<file path="src/rtl/core/deq_pkg.sv">
// ----------------------------------------------------------------------------
// deq_pkg
// Types and constants shared by the double-ended queue core: request and
// result word layouts, request codes, status codes and controller commands.
// ----------------------------------------------------------------------------
`default_nettype none

package deq_pkg;

    // Field widths fixed by the word formats.
    localparam int VALUE_W = 32;
    localparam int REQ_W   = 2;
    localparam int FILL_W  = 5;
    localparam int STAT_W  = 2;

    // Request codes.
    localparam logic [REQ_W-1:0] REQ_PUSH_BACK  = 2'd0;
    localparam logic [REQ_W-1:0] REQ_PUSH_FRONT = 2'd1;
    localparam logic [REQ_W-1:0] REQ_POP_FRONT  = 2'd2;
    localparam logic [REQ_W-1:0] REQ_POP_BACK   = 2'd3;

    // Status codes.
    localparam logic [STAT_W-1:0] ST_DONE  = 2'd0;
    localparam logic [STAT_W-1:0] ST_FULL  = 2'd1;
    localparam logic [STAT_W-1:0] ST_EMPTY = 2'd2;

    // One request word.
    typedef struct packed {
        logic [REQ_W-1:0]          req_type;
        logic signed [VALUE_W-1:0] push_value;
    } req_item_t;

    // One result word.
    typedef struct packed {
        logic signed [VALUE_W-1:0] front_value;
        logic signed [VALUE_W-1:0] back_value;
        logic [FILL_W-1:0]         fill_count;
        logic [STAT_W-1:0]         status;
    } rsp_item_t;

    // Commands from the controller to the datapath.
    typedef struct packed {
        logic apply;   // Carry out the accepted request on the ring.
        logic load;    // Capture the ends, count and status into the result.
    } deq_cmd_t;

endpackage

`default_nettype wire

</file>
<file path="src/rtl/core/double_ended_queue_core.sv">
// ----------------------------------------------------------------------------
// double_ended_queue_core
// Bounded double-ended queue of signed 32-bit values in a ring memory.
// ----------------------------------------------------------------------------
// Each request word pushes at the back, pushes at the front, pops the front
// or pops the back, and produces one result word with both end values (zero
// when empty), the fill count and a status (done, push rejected because
// full, pop ignored because empty). After acceptance the pointers update and
// the ring is written, both ends are then read from the ring memory into
// registers, and the result register is loaded once it is free, that is
// empty or being drained. The next request is accepted once the result is
// loaded, even if that result has not yet been taken. Store contents need no
// clearing after reset. The fill count on the result is the low five bits of
// the stored count.
// ----------------------------------------------------------------------------
`default_nettype none

module double_ended_queue_core #(
    parameter int DEPTH = 16
) (
    input  wire logic               clk,
    input  wire logic               rst_n,
    input  wire logic               req_valid,
    output logic                    req_stall,
    input  wire deq_pkg::req_item_t req,
    output logic                    rsp_valid,
    input  wire logic               rsp_stall,
    output deq_pkg::rsp_item_t      rsp
);

    deq_pkg::deq_cmd_t cmd;

    // Sequencer.
    deq_ctrl u_ctrl (
        .clk       (clk),
        .rst_n     (rst_n),
        .req_valid (req_valid),
        .req_stall (req_stall),
        .rsp_valid (rsp_valid),
        .rsp_stall (rsp_stall),
        .cmd       (cmd)
    );

    // Pointers, ring memory and result register.
    deq_datapath #(
        .DEPTH (DEPTH)
    ) u_datapath (
        .clk   (clk),
        .rst_n (rst_n),
        .cmd   (cmd),
        .req   (req),
        .rsp   (rsp)
    );

endmodule

`default_nettype wire

</file>
<file path="src/rtl/core/deq_ram.sv">
// ----------------------------------------------------------------------------
// deq_ram
// Generic memory with one write port and two read ports. Read data is
// registered, so it appears in the cycle after the address.
// ----------------------------------------------------------------------------
`default_nettype none

module deq_ram #(
    parameter int WIDTH = 32,
    parameter int DEPTH = 16
) (
    input  wire logic                     clk,
    input  wire logic                     wr_en,
    input  wire logic [$clog2(DEPTH)-1:0] wr_addr,
    input  wire logic [WIDTH-1:0]         wr_data,
    input  wire logic [$clog2(DEPTH)-1:0] rd_addr_a,
    input  wire logic [$clog2(DEPTH)-1:0] rd_addr_b,
    output logic      [WIDTH-1:0]         rd_data_a,
    output logic      [WIDTH-1:0]         rd_data_b
);

    logic [WIDTH-1:0] mem [DEPTH];

    // Write port.
    always_ff @(posedge clk)
    begin
        if (wr_en)
        begin
            mem[wr_addr] <= wr_data;
        end
    end

    // Two registered read ports.
    always_ff @(posedge clk)
    begin
        rd_data_a <= mem[rd_addr_a];
        rd_data_b <= mem[rd_addr_b];
    end

endmodule

`default_nettype wire

</file>
<file path="src/rtl/core/deq_ctrl.sv">
// ----------------------------------------------------------------------------
// deq_ctrl
// Sequencer for the double-ended queue. It accepts one request word, waits
// for the ring memory to read both ends, then loads the result register once
// it is free and keeps its valid flag until the word is taken.
// ----------------------------------------------------------------------------
`default_nettype none

module deq_ctrl (
    input  wire logic       clk,
    input  wire logic       rst_n,
    input  wire logic       req_valid,
    output logic            req_stall,
    output logic            rsp_valid,
    input  wire logic       rsp_stall,
    output deq_pkg::deq_cmd_t cmd
);

    localparam logic [1:0] S_IDLE = 2'd0;
    localparam logic [1:0] S_LOOK = 2'd1;
    localparam logic [1:0] S_LOAD = 2'd2;

    logic [1:0] state_reg;
    logic [1:0] state_next;
    logic       valid_reg;
    logic       valid_next;
    logic       out_free;

    // The result register can take a new word when empty or being drained.
    assign out_free  = !valid_reg || !rsp_stall;
    assign req_stall = (state_reg != S_IDLE);
    assign rsp_valid = valid_reg;

    // Next-state and command logic.
    always_comb
    begin
        state_next = state_reg;
        valid_next = valid_reg && rsp_stall;
        cmd.apply  = 1'b0;
        cmd.load   = 1'b0;
        case (state_reg)
            S_IDLE:
            begin
                if (req_valid)
                begin
                    cmd.apply  = 1'b1;
                    state_next = S_LOOK;
                end
            end
            S_LOOK:
            begin
                state_next = S_LOAD;
            end
            S_LOAD:
            begin
                if (out_free)
                begin
                    cmd.load   = 1'b1;
                    valid_next = 1'b1;
                    state_next = S_IDLE;
                end
            end
            default:
            begin
                state_next = S_IDLE;
            end
        endcase
    end

    // State and result-valid registers.
    always_ff @(posedge clk or negedge rst_n)
    begin
        if (!rst_n)
        begin
            state_reg <= S_IDLE;
            valid_reg <= 1'b0;
        end
        else
        begin
            state_reg <= state_next;
            valid_reg <= valid_next;
        end
    end

endmodule

`default_nettype wire

</file>
<file path="src/rtl/core/deq_datapath.sv">
// ----------------------------------------------------------------------------
// deq_datapath
// Ring pointers, fill count and ring memory of the double-ended queue, plus
// the result register that presents both ends after each request.
// ----------------------------------------------------------------------------
`default_nettype none

module deq_datapath #(
    parameter int DEPTH = 16
) (
    input  wire logic                clk,
    input  wire logic                rst_n,
    input  wire deq_pkg::deq_cmd_t   cmd,
    input  wire deq_pkg::req_item_t  req,
    output deq_pkg::rsp_item_t       rsp
);

    localparam int IDX_W = $clog2(DEPTH);
    localparam int CNT_W = $clog2(DEPTH + 1);
    localparam logic [IDX_W-1:0] IDX_LAST = IDX_W'(DEPTH - 1);
    localparam logic [CNT_W-1:0] CNT_FULL = CNT_W'(DEPTH);
    localparam logic [CNT_W-1:0] CNT_ONE  = CNT_W'(1);

    logic [IDX_W-1:0]           front_reg;
    logic [IDX_W-1:0]           front_next;
    logic [IDX_W-1:0]           back_reg;
    logic [IDX_W-1:0]           back_next;
    logic [CNT_W-1:0]           count_reg;
    logic [CNT_W-1:0]           count_next;
    logic [deq_pkg::STAT_W-1:0] stat_reg;
    logic [deq_pkg::STAT_W-1:0] stat_next;
    logic [IDX_W-1:0]           front_succ;
    logic [IDX_W-1:0]           front_pred;
    logic [IDX_W-1:0]           back_succ;
    logic [IDX_W-1:0]           back_pred;
    logic                       is_empty;
    logic                       is_full;
    logic                       is_push;
    logic                       wr_en;
    logic [IDX_W-1:0]           wr_addr;
    logic [deq_pkg::VALUE_W-1:0] rd_front;
    logic [deq_pkg::VALUE_W-1:0] rd_back;
    deq_pkg::rsp_item_t         rsp_reg;

    // Ring steps with wrap at the end of the store.
    assign front_succ = (front_reg == IDX_LAST) ? '0 : front_reg + 1'b1;
    assign front_pred = (front_reg == '0) ? IDX_LAST : front_reg - 1'b1;
    assign back_succ  = (back_reg == IDX_LAST) ? '0 : back_reg + 1'b1;
    assign back_pred  = (back_reg == '0) ? IDX_LAST : back_reg - 1'b1;

    assign is_empty = (count_reg == '0);
    assign is_full  = (count_reg == CNT_FULL);
    assign is_push  = (req.req_type == deq_pkg::REQ_PUSH_BACK)
                   || (req.req_type == deq_pkg::REQ_PUSH_FRONT);

    // Pointer, count and write updates for one request.
    always_comb
    begin
        front_next = front_reg;
        back_next  = back_reg;
        count_next = count_reg;
        stat_next  = stat_reg;
        wr_en      = 1'b0;
        wr_addr    = front_reg;
        if (cmd.apply)
        begin
            stat_next = deq_pkg::ST_DONE;
            if (is_push)
            begin
                if (is_full)
                begin
                    stat_next = deq_pkg::ST_FULL;
                end
                else
                begin
                    wr_en      = 1'b1;
                    count_next = count_reg + 1'b1;
                    if (is_empty)
                    begin
                        back_next = front_reg;
                        wr_addr   = front_reg;
                    end
                    else if (req.req_type == deq_pkg::REQ_PUSH_BACK)
                    begin
                        back_next = back_succ;
                        wr_addr   = back_succ;
                    end
                    else
                    begin
                        front_next = front_pred;
                        wr_addr    = front_pred;
                    end
                end
            end
            else
            begin
                if (is_empty)
                begin
                    stat_next = deq_pkg::ST_EMPTY;
                end
                else
                begin
                    count_next = count_reg - 1'b1;
                    if (count_reg == CNT_ONE)
                    begin
                        back_next = front_reg;
                    end
                    else if (req.req_type == deq_pkg::REQ_POP_FRONT)
                    begin
                        front_next = front_succ;
                    end
                    else
                    begin
                        back_next = back_pred;
                    end
                end
            end
        end
    end

    // Control state: pointers, count and last status.
    always_ff @(posedge clk or negedge rst_n)
    begin
        if (!rst_n)
        begin
            front_reg <= '0;
            back_reg  <= '0;
            count_reg <= '0;
            stat_reg  <= deq_pkg::ST_DONE;
        end
        else
        begin
            front_reg <= front_next;
            back_reg  <= back_next;
            count_reg <= count_next;
            stat_reg  <= stat_next;
        end
    end

    // Ring store; both ends are read continuously at the current pointers.
    deq_ram #(
        .WIDTH (deq_pkg::VALUE_W),
        .DEPTH (DEPTH)
    ) u_ram (
        .clk       (clk),
        .wr_en     (wr_en),
        .wr_addr   (wr_addr),
        .wr_data   (req.push_value),
        .rd_addr_a (front_reg),
        .rd_addr_b (back_reg),
        .rd_data_a (rd_front),
        .rd_data_b (rd_back)
    );

    // Result register; an empty deque shows zero at both ends.
    always_ff @(posedge clk)
    begin
        if (cmd.load)
        begin
            rsp_reg.front_value <= is_empty ? '0 : rd_front;
            rsp_reg.back_value  <= is_empty ? '0 : rd_back;
            rsp_reg.fill_count  <= deq_pkg::FILL_W'(count_reg);
            rsp_reg.status      <= stat_reg;
        end
    end

    assign rsp = rsp_reg;

endmodule

`default_nettype wire

</file>
<file path="config.mk">
export PLATFORM = sky130hd
export DESIGN_NAME = double_ended_queue_core
export DESIGN_NICKNAME = d
export VERILOG_FILES = /design/src/rtl/core/deq_pkg.sv /design/src/rtl/core/double_ended_queue_core.sv /design/src/rtl/core/deq_ram.sv /design/src/rtl/core/deq_ctrl.sv /design/src/rtl/core/deq_datapath.sv
export SDC_FILE = /design/constraint.sdc
export NUM_CORES = 1
export LEC_CHECK = 0
export BUFFER_PORTS_ARGS = -buffer_cell sky130_fd_sc_hd__buf_2
export CAP_MARGIN = 20
export CORE_UTILIZATION = 60
export DETAILED_ROUTE_END_ITERATION = 16
export PLACE_DENSITY = 0.82
export SYNTH_ARGS = -nofsm -noshare
export SYNTH_HDL_FRONTEND = slang
export SYNTH_SLANG_ARGS = --single-unit
</file>
<file path="constraint.sdc">
create_clock -name clk -period 9.1 [get_ports clk]
set_input_delay 1.82 -clock clk [delete_from_list [all_inputs] [get_ports clk]]
set_output_delay 1.82 -clock clk [all_outputs]
set_load 0.005 [all_outputs]
</file>
==> results by group <==
Floorplanning
  – Die area: 49200 um2
  – Die Y: ~220 um
  – Io pins: approximately 110
  – Die X: ~220 um
  – Area of the core: 47700 um2
  – FP Rows: 80
  – Initial Util: between 60% and 70%

Synthesis
  – Mapped Avg Cell Area: just over 20 um2
  – Yosys cell types: 62
  – Yosys warnings: 0
  – Main synth FF type: edfxtp_1
  – Sequential cell area fraction in the yosys report: 66.3%
  – Cell area after synthesis: 29000 um2
  – EDFF count, synth: 583
  – Post-Syn Nets: between 1000 and 1500
  – Yosys reg bits: approximately 670
  – Cell count after synthesis: about 1400
  – Post-synthesis async set-or-reset flop share: about 2.7%

Global route
  – Top Usage Layer GRT: met2
  – Vias in the first global route: 16200
  – Met2 usage: between 40% and 50%
  – Met3 Use GR: under 10%
  – First-pass GRT wire length: 102000 um
  – Largest net degree at the start of global routing: about 120
  – Met1 usage in global routing: approximately two fifths
  – Total track usage: ~29%
  – GR Overflow Total: 0
  – Initial antenna violation count: 2

STA
  – Final Hold Vio Count: 0
  – Final worst path period share: just under 50%
  – Setup TNS: 0 ns
  – RSZ-0062 raised after global routing: false
  – Fin. max-slew vios: 0
  – Fmax: 0.223 GHz
  – Final setup violation count: 0
  – Worst-Margin Slew: between 1 and 1.5 ns
  – Clk_skew: between 0.02 and 0.025 ns
  – Crit path time final: between 4 and 5 ns
  – Max transition margin: between 30% and 40%

Detailed routing
  – Final ANT Viol Nets: 0
  – DRC Markers: 0
  – Starting DRT DRC Count: approximately 2000
  – Routed WL per cell: 30.8 um
  – DR vias: about 16000
  – Vias per inst: a little over 7
  – Initial DRT Pass Iterations: 6
  – Final wirelength: slightly below 70000 um

Run status
  – Outcome: complete, no violations

Power and ir drop
  – Cell Int Power: 7.12 mW
  – Seq pwr share: approximately two fifths
  – Leak: 10.5 nW
  – Fraction of power consumed by combinational cells: a little under a third
  – Power per Cell Area: 316 nW/um2
  – Clk pwr share: roughly 28%
  – Pwr Total: between 10 and 15 mW
  – VDD IR max: 0.281 mV
  – NetSw: roughly 3 mW
  – Switch share: about 30%

Worst setup path
  – CP max FO: 25
  – Worst R2R End: u_datapath.u_ram.mem[12][26]
  – R2R setup slack: 4.87 ns
  – Worst r2r path cells: 8
  – Endpoint class of the critical path: register
  – CP arrival: between 4 and 5 ns
  – Critical Path Start Type: primary input
  – Crit path from: req[33]
  – Crit Path Category: in -> reg
  – Worst Path Required: 9.37 ns
  – RR Startpoint: u_datapath.back_reg[1]
  – End of the critical path: u_datapath.u_ram.mem[9][3]

Clock network
  – Cts bufs inserted: 67
  – H-tree depth: 3
  – Clock Tree Buf Depth: 3
  – Worst skew pair latency: 0.61 ns
  – Root buffer cell: clkbuf_16
  – Cts hold-fix bufs: 0
  – CTS clk-pin slew, worst paths: 0.06 ns
  – Sinks on Clock Net: 665
  – # Post-CTS Setup Buffers: 0
  – CTS resizes: 0
  – CTS tree: done

Layout
  – Commonest cells after routing, fill and taps aside: 583 x edfxtp_1, 252 x mux4_2, 110 x buf_2
  – Area growth syn-to-layout: 11.1%
  – Nets: between 1500 and 2000
  – Most common cell after layout, fill and taps aside: edfxtp_1
  – Ratio of cells with drive above 1 in the final layout: between 30% and 40%
  – Filler Cell Count: between 2000 and 3000
  – Max reg flops: between 500 and 600

Run
  – MaxCap Viol Count: 0

Min path
  – Hold Crit Class: reg -> reg

Place
  – DP HPWL: between 30000 and 40000 um
  – I/O Buffers: 110
  – GP Congestion: between 0.8 and 0.9
## critical path, stage by stage
cell,delay [ns]
buf_2,0.26
nor4b_2,0.67
nand2_2,0.23
nor2_1,0.38
a32oi_1,0.33
nor2_4,0.63
buf_4,0.40
## area by class of cell
class                   instances  area (um2)  area share, %
inverters                      13        48.8          0.151
repair buffers                144         818           2.54
well taps                     615         769           2.39
multi-input cells             653        9030           28.0
clock buffers                  86        1870           5.81
clock inverters                34         417           1.29
flip-flops and latches        665       19300           59.8
diodes                          2        5.00         0.0155
## metrics by stage
step / instances / cell area [um2] / setup WS [ns] / hold slack, ns / util, %
after floorplan: 1436 / 29000 / 2.64 / 0.420 / -
after global placement: 2090 / 29900 / 4.29 / 0.432 / 62.7
after detailed placement: 2090 / 29900 / 4.11 / 0.438 / 62.7
after CTS: 2210 / 32200 / 4.71 / 0.452 / 67.5
after global routing: 2212 / 32200 / 4.55 / 0.477 / 67.5
final: 2212 / 32200 / 4.62 / 0.450 / 67.5
## layer usage
layer / vias up / wire length [um] / part of all wire [%]
met5: - / 0 / 0
met1: 8144 / 25100 / 37
met2: 1023 / 34000 / 50
met3: 162 / 6620 / 9.7
li1: 6237 / - / -
met4: 0 / 2390 / 3.5
## power groups by stage
stage	Combinational (mW)	Sequential (mW)	Clock, mW
floorplan	2.66	3.93	0
global placement	3.13	4.11	0
detailed placement	3.19	4.13	0
CTS	3.24	4.08	2.91
global route	3.42	4.13	3.02
finish	3.23	4.08	2.88
## worst min-delay path by stage
stage                                 start                 to  cells past startpoint
detailed placement   u_datapath.stat_reg[1]  u_datapath.rsp[1]                      0
global route         u_datapath.stat_reg[1]  u_datapath.rsp[1]                      0
CTS                  u_datapath.stat_reg[1]  u_datapath.rsp[1]                      0
floorplan           u_datapath.count_reg[3]  u_datapath.rsp[5]                      0
finish               u_datapath.stat_reg[1]  u_datapath.rsp[1]                      0
global placement     u_datapath.stat_reg[0]  u_datapath.rsp[0]                      0
## synth_stat cells (2+ instances only)
| cell | n | share of area (%) |
|---|---|---|
| a211oi_1 | 27 | 0.70 |
| a21oi_1 | 11 | 0.19 |
| a31oi_1 | 32 | 0.69 |
| and2_1 | 90 | 1.9 |
| and3_1 | 2 | 0.043 |
| and4bb_1 | 2 | 0.086 |
| buf_1 | 2 | 0.026 |
| buf_12 | 6 | 0.41 |
| buf_2 | 24 | 0.41 |
| buf_4 | 7 | 0.18 |
| buf_6 | 9 | 0.35 |
| clkbuf_1 | 37 | 0.48 |
| clkbuf_4 | 3 | 0.078 |
| clkbuf_8 | 17 | 0.81 |
| dfrtp_1 | 18 | 1.6 |
| dfxtp_1 | 64 | 4.4 |
| edfxtp_1 | 583 | 60 |
| ha_1 | 9 | 0.39 |
| inv_1 | 12 | 0.16 |
| mux2_4 | 2 | 0.10 |
| mux2i_1 | 3 | 0.10 |
| mux4_1 | 23 | 2.1 |
| mux4_2 | 252 | 20 |
| mux4_4 | 16 | 1.4 |
| nand2_1 | 69 | 0.89 |
| nand2b_1 | 4 | 0.086 |
| nand3_1 | 3 | 0.052 |
| nor2_1 | 18 | 0.23 |
| nor2b_1 | 2 | 0.043 |
| nor3_1 | 9 | 0.16 |
| nor3b_1 | 5 | 0.13 |
| nor4_1 | 5 | 0.11 |
| nor4b_2 | 2 | 0.10 |
| o211ai_1 | 4 | 0.10 |
| o21ai_0 | 14 | 0.24 |
| o21ai_1 | 11 | 0.19 |
| o22ai_1 | 2 | 0.043 |
| o31ai_1 | 3 | 0.078 |
| or4b_1 | 2 | 0.069 |
| xnor2_1 | 6 | 0.18 |
| xor2_1 | 5 | 0.15 |
## cells by family after synthesis
kind of cell             count (synthesis)  share of synthesized area (%)
AO/OA/AOI/OAI                          113                           2.51
XOR/XNOR                                11                          0.332
adder cells (fa/ha/maj)                  9                          0.388
buffers and inverters                  118                           2.92
flip-flops                             665                           66.3
multiplexers                           298                           23.3
AND/OR/NAND/NOR                        222                           4.21
Note: power is estimated with default switching activity, not from simulation.
